File: src/hw/rtl/fprvt_pkg.sv
// Shared types and constants of the flow pulse rate and volume tracker.
package fprvt_pkg;

    localparam int COUNT_WIDTH_DEF = 16;

    // command codes of an input request
    localparam logic [1:0] CMD_TICK      = 2'd0;
    localparam logic [1:0] CMD_IN_PULSE  = 2'd1;
    localparam logic [1:0] CMD_OUT_PULSE = 2'd2;
    localparam logic [1:0] CMD_LOAD      = 2'd3;

    // configuration register indexes
    localparam int CFG_IDX_W = 8;
    localparam logic [CFG_IDX_W-1:0] REG_WINDOW  = 8'd0;
    localparam logic [CFG_IDX_W-1:0] REG_IN_CAL  = 8'd1;
    localparam logic [CFG_IDX_W-1:0] REG_OUT_CAL = 8'd2;
    localparam logic [CFG_IDX_W-1:0] REG_ADVANCE = 8'd3;

    localparam logic [15:0] WINDOW_RST  = 16'd1000;
    localparam logic [15:0] CAL_RST     = 16'd1920;

    // rate arithmetic, Q8.8
    localparam logic [9:0]  RATE_SCALE    = 10'd1000;
    localparam logic [15:0] RATE_ONE      = 16'd256;
    localparam logic [15:0] RATE_LOW_MAX  = 16'd6;    // rate * 40 < 256
    localparam logic [15:0] RATE_SAT      = 16'hFFFF;

    // volume step = floor(rate * 50 / 3), the /3 done by reciprocal
    localparam int          STEP_X_W   = 22;
    localparam int          STEP_W     = 21;
    localparam logic [5:0]  VOL_GAIN   = 6'd50;
    localparam logic [22:0] VOL_RECIP  = 23'd5592406;  // ceil(2^24 / 3)
    localparam int          VOL_SHIFT  = 24;
    localparam int          STEP_P_W   = STEP_X_W + 23;

    // divider: 16 quotient bits, 32-bit divisor
    localparam int DIV_Q_W = 16;
    localparam int DIV_D_W = 32;

    typedef struct packed {
        logic [1:0]  cmd;
        logic        menu_idle;
        logic [31:0] volume_value;
    } in_item_t;

    typedef struct packed {
        logic [15:0] in_rate;
        logic [15:0] out_rate;
        logic [31:0] volume;
        logic        close_fill_valve;
        logic        advance_regimen;
        logic        save_volume;
    } out_item_t;

    typedef struct packed {
        logic               start;
        logic [DIV_D_W-1:0] rem_init;
        logic [DIV_D_W-1:0] divisor;
    } div_req_t;

    typedef struct packed {
        logic               busy;
        logic               done;
        logic [DIV_Q_W-1:0] quotient;
    } div_rsp_t;

endpackage

File: src/hw/rtl/flow_pulse_rate_volume_tracker_core.sv
// Flow pulse rate and volume tracker: top level with sequencer and state.
// Pulse, load and non-evaluating tick requests are handled in the idle state.
// An evaluating tick runs, per channel, a multiply, a check and a hand-over state, with the
// shared divider between check and hand-over when it runs, then the volume step per channel,
// and a finish state that waits for a free result slot. One request at a time.
// Reset (aresetn low, synchronous) clears counts, volume, flags and restores config.
module flow_pulse_rate_volume_tracker_core #(
    parameter int COUNT_WIDTH = fprvt_pkg::COUNT_WIDTH_DEF
) (
    input  logic                              aclk,
    input  logic                              aresetn,
    input  logic                              s_valid,
    output logic                              s_ready,
    input  fprvt_pkg::in_item_t               s_data,
    output logic                              m_valid,
    input  logic                              m_ready,
    output fprvt_pkg::out_item_t              m_data,
    input  logic                              cfg_valid,
    output logic                              cfg_ready,
    input  logic [fprvt_pkg::CFG_IDX_W-1:0]   cfg_index,
    input  logic [15:0]                       cfg_data
);
    import fprvt_pkg::*;

    localparam int NUM_W = COUNT_WIDTH + 10;
    localparam int CMP_W = (NUM_W > DIV_D_W) ? NUM_W : DIV_D_W;
    localparam logic [COUNT_WIDTH-1:0] COUNT_MAX = '1;

    localparam logic [3:0] ST_IDLE   = 4'd0;
    localparam logic [3:0] ST_MUL    = 4'd1;
    localparam logic [3:0] ST_CHK    = 4'd2;
    localparam logic [3:0] ST_DIV    = 4'd3;
    localparam logic [3:0] ST_NEXT   = 4'd4;
    localparam logic [3:0] ST_VMUL   = 4'd5;
    localparam logic [3:0] ST_VMUL2  = 4'd6;
    localparam logic [3:0] ST_VAPPLY = 4'd7;
    localparam logic [3:0] ST_FINISH = 4'd8;

    logic [3:0]             state_reg, state_next;
    logic                   sel_reg, sel_next;
    logic                   idle_reg, idle_next;
    logic [15:0]            elapsed_reg, elapsed_next;
    logic [COUNT_WIDTH-1:0] in_cnt_reg, in_cnt_next;
    logic [COUNT_WIDTH-1:0] out_cnt_reg, out_cnt_next;
    logic [31:0]            vol_reg, vol_next;
    logic                   in_act_reg, in_act_next;
    logic                   out_act_reg, out_act_next;
    logic [15:0]            window_reg, window_next;
    logic [15:0]            in_cal_reg, in_cal_next;
    logic [15:0]            out_cal_reg, out_cal_next;
    logic                   adv_en_reg, adv_en_next;
    logic                   m_valid_reg, m_valid_next;

    logic [DIV_D_W-1:0]     den_reg, den_next;
    logic [NUM_W-1:0]       num_reg, num_next;
    logic [15:0]            in_rate_reg, in_rate_next;
    logic [15:0]            out_rate_reg, out_rate_next;
    logic [STEP_X_W-1:0]    x_reg, x_next;
    logic [STEP_W-1:0]      step_reg, step_next;
    out_item_t              m_data_reg, m_data_next;

    logic [15:0]            el_inc;
    logic [15:0]            cur_rate;
    logic [15:0]            cur_cal;
    logic [COUNT_WIDTH-1:0] cur_cnt;
    logic [15:0]            rate_val;
    logic                   rate_wr;
    logic [32:0]            vol_sum;
    logic [STEP_P_W-1:0]    step_prod;
    logic                   close_v;
    logic                   save_v;

    div_req_t div_req;
    div_rsp_t div_rsp;

    fprvt_div u_div (
        .aclk    (aclk),
        .aresetn (aresetn),
        .req     (div_req),
        .rsp     (div_rsp)
    );

    assign cur_rate  = sel_reg ? out_rate_reg : in_rate_reg;
    assign cur_cal   = sel_reg ? out_cal_reg  : in_cal_reg;
    assign cur_cnt   = sel_reg ? out_cnt_reg  : in_cnt_reg;
    assign el_inc    = (elapsed_reg == 16'hFFFF) ? elapsed_reg : elapsed_reg + 16'd1;
    assign vol_sum   = {1'b0, vol_reg} + {{(33-STEP_W){1'b0}}, step_reg};
    assign step_prod = STEP_P_W'(x_reg) * STEP_P_W'(VOL_RECIP);
    assign close_v   = idle_reg && (in_rate_reg > RATE_ONE);
    assign save_v    = idle_reg && (in_act_reg || out_act_reg) &&
                       (in_rate_reg <= RATE_LOW_MAX) && (out_rate_reg <= RATE_LOW_MAX);

    assign s_ready   = (state_reg == ST_IDLE);
    assign cfg_ready = 1'b1;
    assign m_valid   = m_valid_reg;
    assign m_data    = m_data_reg;

    assign div_req.start    = (state_reg == ST_CHK) && (den_reg != '0) &&
                              (CMP_W'(num_reg) < CMP_W'(den_reg));
    assign div_req.rem_init = DIV_D_W'(num_reg);
    assign div_req.divisor  = den_reg;

    always_comb begin
        state_next    = state_reg;
        sel_next      = sel_reg;
        idle_next     = idle_reg;
        elapsed_next  = elapsed_reg;
        in_cnt_next   = in_cnt_reg;
        out_cnt_next  = out_cnt_reg;
        vol_next      = vol_reg;
        in_act_next   = in_act_reg;
        out_act_next  = out_act_reg;
        window_next   = window_reg;
        in_cal_next   = in_cal_reg;
        out_cal_next  = out_cal_reg;
        adv_en_next   = adv_en_reg;
        m_valid_next  = m_valid_reg && !m_ready;
        den_next      = den_reg;
        num_next      = num_reg;
        in_rate_next  = in_rate_reg;
        out_rate_next = out_rate_reg;
        x_next        = x_reg;
        step_next     = step_reg;
        m_data_next   = m_data_reg;
        rate_val      = '0;
        rate_wr       = 1'b0;

        if (cfg_valid) begin
            unique case (cfg_index)
                REG_WINDOW:  window_next  = cfg_data;
                REG_IN_CAL:  in_cal_next  = cfg_data;
                REG_OUT_CAL: out_cal_next = cfg_data;
                REG_ADVANCE: adv_en_next  = cfg_data[0];
                default: ;
            endcase
        end

        unique case (state_reg)
            ST_IDLE: begin
                if (s_valid) begin
                    unique case (s_data.cmd)
                        CMD_TICK: begin
                            elapsed_next = el_inc;
                            if (el_inc > window_reg) begin
                                idle_next  = s_data.menu_idle;
                                sel_next   = 1'b0;
                                state_next = ST_MUL;
                            end
                        end
                        CMD_IN_PULSE: begin
                            if (in_cnt_reg != COUNT_MAX) in_cnt_next = in_cnt_reg + 1'b1;
                        end
                        CMD_OUT_PULSE: begin
                            if (out_cnt_reg != COUNT_MAX) out_cnt_next = out_cnt_reg + 1'b1;
                        end
                        CMD_LOAD: begin
                            vol_next = s_data.volume_value;
                        end
                        default: ;
                    endcase
                end
            end
            ST_MUL: begin
                den_next   = {16'd0, elapsed_reg} * {16'd0, cur_cal};
                num_next   = NUM_W'(cur_cnt) * NUM_W'(RATE_SCALE);
                state_next = ST_CHK;
            end
            ST_CHK: begin
                // zero divisor only with zero calibration; quotient overflow
                // exactly when count*1000 >= divisor
                if (den_reg == '0) begin
                    rate_wr    = 1'b1;
                    rate_val   = (cur_cnt != '0) ? RATE_SAT : 16'd0;
                    state_next = ST_NEXT;
                end else if (CMP_W'(num_reg) >= CMP_W'(den_reg)) begin
                    rate_wr    = 1'b1;
                    rate_val   = RATE_SAT;
                    state_next = ST_NEXT;
                end else begin
                    state_next = ST_DIV;
                end
            end
            ST_DIV: begin
                if (div_rsp.done) begin
                    rate_wr    = 1'b1;
                    rate_val   = div_rsp.quotient;
                    state_next = ST_NEXT;
                end
            end
            ST_NEXT: begin
                sel_next   = !sel_reg;
                state_next = sel_reg ? ST_VMUL : ST_MUL;
            end
            ST_VMUL: begin
                if (idle_reg && (cur_rate > RATE_ONE)) begin
                    x_next     = STEP_X_W'(cur_rate) * STEP_X_W'(VOL_GAIN);
                    state_next = ST_VMUL2;
                end else if (!sel_reg) begin
                    sel_next = 1'b1;
                end else begin
                    state_next = ST_FINISH;
                end
            end
            ST_VMUL2: begin
                step_next  = step_prod[VOL_SHIFT +: STEP_W];
                state_next = ST_VAPPLY;
            end
            ST_VAPPLY: begin
                if (!sel_reg) begin
                    vol_next    = vol_sum[32] ? 32'hFFFF_FFFF : vol_sum[31:0];
                    in_act_next = 1'b1;
                    sel_next    = 1'b1;
                    state_next  = ST_VMUL;
                end else begin
                    vol_next     = (vol_reg > 32'(step_reg)) ? vol_reg - 32'(step_reg) : 32'd0;
                    out_act_next = 1'b1;
                    state_next   = ST_FINISH;
                end
            end
            ST_FINISH: begin
                if (!m_valid_reg || m_ready) begin
                    m_valid_next                 = 1'b1;
                    m_data_next.in_rate          = in_rate_reg;
                    m_data_next.out_rate         = out_rate_reg;
                    m_data_next.volume           = vol_reg;
                    m_data_next.close_fill_valve = close_v;
                    m_data_next.advance_regimen  = close_v && adv_en_reg;
                    m_data_next.save_volume      = save_v;
                    if (save_v) begin
                        in_act_next  = 1'b0;
                        out_act_next = 1'b0;
                    end
                    in_cnt_next  = '0;
                    out_cnt_next = '0;
                    elapsed_next = '0;
                    state_next   = ST_IDLE;
                end
            end
            default: state_next = ST_IDLE;
        endcase

        if (rate_wr) begin
            if (sel_reg) out_rate_next = rate_val;
            else         in_rate_next  = rate_val;
        end
    end

    always_ff @(posedge aclk) begin
        if (!aresetn) begin
            state_reg   <= ST_IDLE;
            sel_reg     <= 1'b0;
            idle_reg    <= 1'b0;
            elapsed_reg <= '0;
            in_cnt_reg  <= '0;
            out_cnt_reg <= '0;
            vol_reg     <= '0;
            in_act_reg  <= 1'b0;
            out_act_reg <= 1'b0;
            window_reg  <= WINDOW_RST;
            in_cal_reg  <= CAL_RST;
            out_cal_reg <= CAL_RST;
            adv_en_reg  <= 1'b0;
            m_valid_reg <= 1'b0;
        end else begin
            state_reg   <= state_next;
            sel_reg     <= sel_next;
            idle_reg    <= idle_next;
            elapsed_reg <= elapsed_next;
            in_cnt_reg  <= in_cnt_next;
            out_cnt_reg <= out_cnt_next;
            vol_reg     <= vol_next;
            in_act_reg  <= in_act_next;
            out_act_reg <= out_act_next;
            window_reg  <= window_next;
            in_cal_reg  <= in_cal_next;
            out_cal_reg <= out_cal_next;
            adv_en_reg  <= adv_en_next;
            m_valid_reg <= m_valid_next;
        end
    end

    always_ff @(posedge aclk) begin
        den_reg      <= den_next;
        num_reg      <= num_next;
        in_rate_reg  <= in_rate_next;
        out_rate_reg <= out_rate_next;
        x_reg        <= x_next;
        step_reg     <= step_next;
        m_data_reg   <= m_data_next;
    end

    a_close_needs_rate: assert property (@(posedge aclk) disable iff (!aresetn)
        m_valid_reg |-> (!m_data_reg.close_fill_valve || m_data_reg.in_rate > RATE_ONE))
        else $error("fill valve closed without inflow above one");

    a_advance_needs_close: assert property (@(posedge aclk) disable iff (!aresetn)
        (m_valid_reg && m_data_reg.advance_regimen) |-> m_data_reg.close_fill_valve)
        else $error("regimen advance without valve close");

    a_save_low_rates: assert property (@(posedge aclk) disable iff (!aresetn)
        (m_valid_reg && m_data_reg.save_volume) |->
        (m_data_reg.in_rate <= RATE_LOW_MAX && m_data_reg.out_rate <= RATE_LOW_MAX))
        else $error("volume save with flow still present");

    a_div_wait_busy: assert property (@(posedge aclk) disable iff (!aresetn)
        (state_reg == ST_DIV && !div_rsp.done) |-> div_rsp.busy)
        else $error("sequencer waits on an idle divider");

    a_counts_clear: assert property (@(posedge aclk) disable iff (!aresetn)
        (state_reg == ST_FINISH && state_next == ST_IDLE) |=>
        (elapsed_reg == '0 && in_cnt_reg == '0 && out_cnt_reg == '0))
        else $error("window counters not cleared after evaluation");

endmodule

File: src/hw/rtl/fprvt_div.sv
// Restoring divider, one quotient bit per cycle, shared by both rate channels.
module fprvt_div (
    input  logic               aclk,
    input  logic               aresetn,
    input  fprvt_pkg::div_req_t req,
    output fprvt_pkg::div_rsp_t rsp
);
    import fprvt_pkg::*;

    localparam int STEP_CW = $clog2(DIV_Q_W);

    logic                 busy_reg, busy_next;
    logic                 done_reg, done_next;
    logic [STEP_CW-1:0]   step_reg, step_next;
    logic [DIV_D_W-1:0]   rem_reg, rem_next;
    logic [DIV_D_W-1:0]   div_reg, div_next;
    logic [DIV_Q_W-1:0]   q_reg, q_next;
    logic [DIV_D_W:0]     trial;
    logic                 fits;

    // remainder starts below the divisor, so the doubled value fits 33 bits
    assign trial = {rem_reg, 1'b0};
    assign fits  = trial >= {1'b0, div_reg};

    always_comb begin
        busy_next = busy_reg;
        done_next = 1'b0;
        step_next = step_reg;
        rem_next  = rem_reg;
        div_next  = div_reg;
        q_next    = q_reg;
        if (req.start && !busy_reg) begin
            busy_next = 1'b1;
            step_next = '0;
            rem_next  = req.rem_init;
            div_next  = req.divisor;
            q_next    = '0;
        end else if (busy_reg) begin
            if (fits) begin
                rem_next = DIV_D_W'(trial - {1'b0, div_reg});
            end else begin
                rem_next = trial[DIV_D_W-1:0];
            end
            q_next    = {q_reg[DIV_Q_W-2:0], fits};
            step_next = step_reg + 1'b1;
            if (step_reg == STEP_CW'(DIV_Q_W - 1)) begin
                busy_next = 1'b0;
                done_next = 1'b1;
            end
        end
    end

    always_ff @(posedge aclk) begin
        if (!aresetn) begin
            busy_reg <= 1'b0;
            done_reg <= 1'b0;
            step_reg <= '0;
        end else begin
            busy_reg <= busy_next;
            done_reg <= done_next;
            step_reg <= step_next;
        end
    end

    always_ff @(posedge aclk) begin
        rem_reg <= rem_next;
        div_reg <= div_next;
        q_reg   <= q_next;
    end

    assign rsp.busy     = busy_reg;
    assign rsp.done     = done_reg;
    assign rsp.quotient = q_reg;

    a_done_after_busy: assert property (@(posedge aclk) disable iff (!aresetn)
        done_reg |-> $past(busy_reg))
        else $error("divider done without a running division");

    a_no_restart: assert property (@(posedge aclk) disable iff (!aresetn)
        (req.start && busy_reg) |=> busy_reg || done_reg)
        else $error("divider lost a running division");

    a_rem_below_div: assert property (@(posedge aclk) disable iff (!aresetn)
        (busy_reg && !$past(req.start && !busy_reg)) |-> rem_reg < div_reg)
        else $error("divider remainder not below divisor");

endmodule

File: config.mk
export PLATFORM = sky130hd
export DESIGN_NAME = flow_pulse_rate_volume_tracker_core
export DESIGN_NICKNAME = d
export VERILOG_FILES = /design/src/hw/rtl/fprvt_pkg.sv /design/src/hw/rtl/flow_pulse_rate_volume_tracker_core.sv /design/src/hw/rtl/fprvt_div.sv
export SDC_FILE = /design/constraint.sdc
export NUM_CORES = 2
export LEC_CHECK = 0
export BUFFER_PORTS_ARGS = -buffer_cell sky130_fd_sc_hd__buf_2
export CAP_MARGIN = 5
export CORE_UTILIZATION = 55
export DETAILED_ROUTE_END_ITERATION = 16
export PLACE_DENSITY = 0.75
export SYNTH_ARGS = -nofsm -noshare
export SYNTH_HDL_FRONTEND = slang
export SYNTH_SLANG_ARGS = --single-unit
export TNS_END_PERCENT = 5
File: constraint.sdc
create_clock -name aclk -period 6.9 [get_ports aclk]
set_input_delay 2.07 -clock aclk [delete_from_list [all_inputs] [get_ports aclk]]
set_output_delay 2.07 -clock aclk [all_outputs]
set_load 0.005 [all_outputs]
# Word-level counts from Yosys, hierarchy flattened
# Cells that the tools add are included.
dict set report classes {
  addsub 7
  mul 4
  order_cmp 9
  eq_ne 33
  muxes 63
  n_bitwise 3
  n_reduce_logical 46
}
# cell n
set ops {}
lappend ops {{$mux W16} 17}
lappend ops {{$mux W32} 6}
lappend ops {{$pmux W16 S2} 4}
lappend ops {{$pmux W32 S2} 1}
lappend ops {{$mux W26} 2}
lappend ops {{$add A16 B1 Y16 const B} 3}
lappend ops {{$mul A21 B22 Y43 const B} 1}
lappend ops {{$pmux W4 S9} 1}
lappend ops {{$add A32 B21 Y33} 1}
lappend ops {{$ge A33 B32 Y1} 1}
lappend ops {{$ge A26 B32 Y1} 1}
lappend ops {{$gt A16 B9 Y1 const B} 2}
lappend ops {{$gt A32 B21 Y1} 1}
lappend ops {{$le A16 B3 Y1 const B} 2}
lappend ops {{$logic_not A32 Y1} 1}
lappend ops {{$lt A26 B32 Y1} 1}
lappend ops {{$mul A16 B16 Y32} 1}
lappend ops {{$mux W4} 8}
lappend ops {{$ne A16 B16 Y1 const B} 2}
lappend ops {{$reduce_bool A32 Y1} 1}
lappend ops {{$sub A32 B21 Y32} 1}
lappend ops {{$sub A32 B32 Y32} 1}
lappend ops {{$mul A16 B7 Y23 const B} 1}
lappend ops {{$mul A16 B5 Y21 const B} 1}
lappend ops {{35 further kinds} 104}
dict set report totals {
  ff_bits 420
  out_inout_bits 70
  wordCells 199
}

# Logic depth before layout (Yosys ltp)
dict set report logic_depth {
  word_depth 7
  mapped_depth 26
  depth_no_buf 25
}

# By module
# From an unflattened synthesis, not the netlist that was laid out.
dict set report hier_totals {
  cells_unflattened 4213
  hier_area_um2 40672.8
}
# module n_inst cells_each area_per_inst_um2 seq_area_each_um2
set by_module_without_submodules {}
lappend by_module_without_submodules {flow_pulse_rate_volume_tracker_core 1 3670 35470.3 8648.3}
lappend by_module_without_submodules {fprvt_div 1 543 5202.5 2362.3}

# Worst setup path after synthesis
# Ideal clock, no wire load.
dict set report synth_path {
  path_kind {flip-flop to flip-flop}
  from {register sel_reg}
  to {register den_reg[30], data pin}
  arrival_time_ns 6.993
  t_required_ns 6.631
  setup_slack_ns -0.361
  stages_incl_launch_ff 26
  n_path_buf 3
  period_less_slack_ns 7.261
  path_cell_list {dfxtp_1 -> buf_1 -> buf_1 -> mux2_2 -> clkbuf_1 -> nand2_1 -> fa_1 -> fa_1 -> fa_1 -> inv_1 -> fa_1 -> fa_1 -> inv_1 -> fa_1 -> inv_1 -> ha_1 -> a21o_1 -> a211o_1 -> o211ai_1 -> a21oi_1 -> o21a_1 -> o31ai_4 -> nor2_1 -> a2111oi_2 -> o31ai_1 -> xor2_1}
}
dict set report synth_via {
  elab_chain_len 2
}
# item line
set synth_lines {}
lappend synth_lines {{start: declaration} flow_pulse_rate_volume_tracker_core.sv:40} ;# logic sel_reg, sel_next;
lappend synth_lines {{start signal: assignment} flow_pulse_rate_volume_tracker_core.sv:266} ;# sel_reg <= sel_next;
lappend synth_lines {{$mux W16} flow_pulse_rate_volume_tracker_core.sv:84} ;# assign cur_cal = sel_reg ? out_cal_reg : in_cal_reg;
lappend synth_lines {{$mul A16 B16 Y32} flow_pulse_rate_volume_tracker_core.sv:164} ;# den_next = {16'd0, elapsed_reg} * {16'd0, cur_cal};
lappend synth_lines {{end signal: assignment} flow_pulse_rate_volume_tracker_core.sv:283} ;# den_reg <= den_next;
lappend synth_lines {{end: declaration} flow_pulse_rate_volume_tracker_core.sv:54} ;# logic [DIV_D_W-1:0] den_reg, den_next;
# Every way passes these cells.
# A chain may end at the register's enable or synchronous reset.

# Worst setup path after layout
# Same ends and word-level chain as after synthesis.

==> results by group <==
Detailed routing
  • Initial drt markers: 2274
  • Total number of vias: 29.97k
  • Antenna-violating nets left: 0
  • Drt pass-1 iters: 5
  • Detailed-route vias per instance: 5.677
  • Final WL: 99260 um
  • Routed WL per cell: 18.80 um
  • Drt drc: 0

STA
  • Crit share post-route: 97.09%
  • Least-Margin Pin Slew: 1227 ps
  • Count of pins over their slew limit: 0
  • Endpoints failing hold: 0
  • Worst Setup Slack, final: 201.0 ps
  • Clock Skew: 24.71 ps
  • Relative slew margins: 18.18%
  • Post-layout min period: 6699 ps
  • RSZ-0062 raised after global routing: true
  • Final setup fails: 0
  • Peak Freq: 149.3 MHz

Place
  • IO Port Bufs: 132
  • Final GP Congestion: 0.9770
  • HPWL Detailed: 77560 um
  • Pre-CTS WS: -43.65 ps

Worst setup path
  • Slowest stage delay, CP: 550 ps
  • Crit. End Element: flip-flop
  • Crit path launch type: flip-flop
  • Worst R2R Setup Slack: 200 ps
  • Crit Path Max Fanout: 5
  • CP Class: flip-flop to flip-flop
  • Worst EP required: 7240 ps
  • CP most frequent cell: fa_1
  • R2r endpoint: den_reg[30]$_DFFE_PP_
  • Crit path max-delay family: adder cells
  • Critical-path top delay cell: fa_1
  • Critical R2R Launch: sel_reg$_SDFFE_PN0P_
  • Crit path buf inv count: 5
  • CP arrival: 7040 ps
  • Crit-path cells: buf_12 > mux2i_4 > nor2b_1 > fa_1 > inv_1 > fa_1 > fa_1 > inv_1 > fa_1 > fa_1 > inv_1 > fa_1 > inv_1 > ha_1 > a21o_1 > a211o_1 > o211ai_1 > a21oi_1 > o21a_2 > o31ai_4 > nor2_1 > a2111oi_4 > o31ai_1 > xor2_1
  • R2R depth: 24

Clock tree
  • Clock Latency Late Sink: 610 ps
  • Sink Count: 420
  • H-tree depth: 2
  • Clock Path Buffers: 3
  • CTS tree: built
  • Num CTS Buffers: 48
  • CTS Hold Bufs: 0
  • Worst-path clk slew: 60 ps
  • Root Driver: clkbuf_16

GRT
  • Vias in the first global route: 30.33k
  • Gr usage total: 27.16%
  • Remaining global-route overflow: 0
  • First-pass GRT wire length: 161400 um
  • Initial antenna violation count: 2
  • Pin count of the biggest net entering global routing: 56

Die
  • Num ports: 134
  • Initial Util: 56.01%
  • Total Die Area: 74520 um2
  • Core box area: 72100 um2
  • Die Y: 273.0 um
  • Cell Rows: 98
  • Die X-Extent: 273.0 um

Hold path
  • Worst hold path type: flip-flop to flip-flop
  • Beginning of the worst hold path: den_reg[20]$_DFFE_PP_
  • Hold EP: u_div.div_reg[20]$_DFFE_PP_
  • Worst hold path depth: 0

Synth
  • FFs w/ async S/R, synth: 0%
  • Number of distinct library cells after synthesis: 101
  • Syn avg cell area: 9.706 um2
  • Synth warn: 0
  • Sequential-to-total area share from yosys stat: 27.11%
  • Area contributors post-synth: fa_1 19%, edfxtp_1 19%, ha_1 16%
  • Post-Syn Area: 40390 um2
  • Most frequent cell after synthesis: inv_1
  • Cell count after synthesis: 4161
  • Post-Synthesis Net Count: 5123
  • Post-synth EDFFs: 254
  • Synth area leader: fa_1
  • #FFs+latches synth: 420
  • Synth top area share: 19.08%
  • Top cells by count, synth: 658 x inv_1, 513 x ha_1, 385 x fa_1
  • Synth Flop Type: edfxtp_1

Power and ir drop
  • Pleak: 0.02099 uW
  • PwrDens: 149.7 nW/um2
  • Peak VDD IR: 0.1944 mV

Final layout
  • Layout cells sized above 1: 9.127%
  • Fin nets: 5250
  • Filler cell count: 6004
  • P&R area growth vs syn: 9.056%
  • Final core occ: 61.09%
  • Max FFs per register: 67

Run
  • Max Cap Viol: 0

Outcome
  • Outcome: complete, no violations
[what timing repair did]
| action | in CTS | in global routing |
|---|---|---|
| setup endpoints to repair | 2 | 13 |
| gates resized for setup | 1 | 19 |
| buffers inserted | 3 | 4 |
| cloned | 0 | 0 |
| pin swaps | 0 | 6 |
[worst max path at each step]
stage                                    start                     end  depth (start not counted)
after floorplan           sel_reg$_SDFFE_PN0P_   den_reg[30]$_DFFE_PP_                         25
after global placement    sel_reg$_SDFFE_PN0P_   den_reg[30]$_DFFE_PP_                         23
after detailed placement  sel_reg$_SDFFE_PN0P_   den_reg[30]$_DFFE_PP_                         23
after CTS                 sel_reg$_SDFFE_PN0P_   den_reg[30]$_DFFE_PP_                         23
after global routing        x_reg[4]$_DFFE_PP_  step_reg[16]$_DFFE_PP_                         22
final                     sel_reg$_SDFFE_PN0P_   den_reg[30]$_DFFE_PP_                         24
[layout make-up]
cell class                      instances  area (um2)  share of cell area (%)
Timing Repair Buffer                  215        1316                   2.989
Multi-Input combinational cell       2941       26510                   60.18
Antenna cell                            1       2.502                0.005682
Tap cell                              950        1189                   2.699
Sequential cell                       420       10950                   24.87
Inverter                              662        2485                   5.642
Clock buffer                           66        1350                   3.065
Clock inverter                         24       241.5                  0.5483
[metal layers]
| layer | part of all wire [%] | wire [um] | vias up | track usage [%] |
|---|---|---|---|---|
| met5 | 0 | 0 | - | 0 |
| met4 | 2.7 | 2727 | 0 | 7.718 |
| met3 | 6.4 | 6343 | 152 | 3.444 |
| met2 | 46 | 45870 | 920 | 44.38 |
| met1 | 45 | 44310 | 14638 | 37.91 |
| li1 | - | - | 14261 | - |
[per-stage QoR]
step / TNS, ps / hold slack, ps / instance area, um2 / cells / total power (uW)
finish: 0 / 433.3 / 44040 / 5279 / 6594
global route: -254.7 / 432.5 / 44040 / 5278 / 6854
CTS: 0 / 428.9 / 43910 / 5274 / 6627
detailed placement: -63.57 / 432.1 / 42270 / 5181 / 4011
global placement: 0 / 431.0 / 42270 / 5181 / 3987
floorplan: 0 / 406.4 / 40410 / 4161 / 3768
[where the power goes]
group,switching [uW],internal [uW]
Sequential,87.3,2790
Clock,1120,1490
Combinational,672,433
[layout by cell type, fill, tap and decap left out, drive strengths merged, types with 61 or more instances in the layout]
cell type	n
inv	662
ha	513
fa	385
nand2	343
nor2	261
edfxtp	254
a21oi	228
buf	215
dfxtp	166
o21ai	162
xnor2	114
and2	86
a21o	84
clkbuf	66
mux2i	65
xor2	61
[cells by family after synthesis]
logic type / Yosys count / synth area share, %
buffers and inverters: 800 / 7.596
other: 1 / 0.009285
DFF: 420 / 27.11
adders and majority gates: 898 / 34.98
muxes: 92 / 2.364
xor gates and xnor gates: 175 / 3.795
and+or+nand+nor: 1044 / 12.37
AOI/OAI and AO/OA: 731 / 11.78
Power figures use the tool's default switching activity.
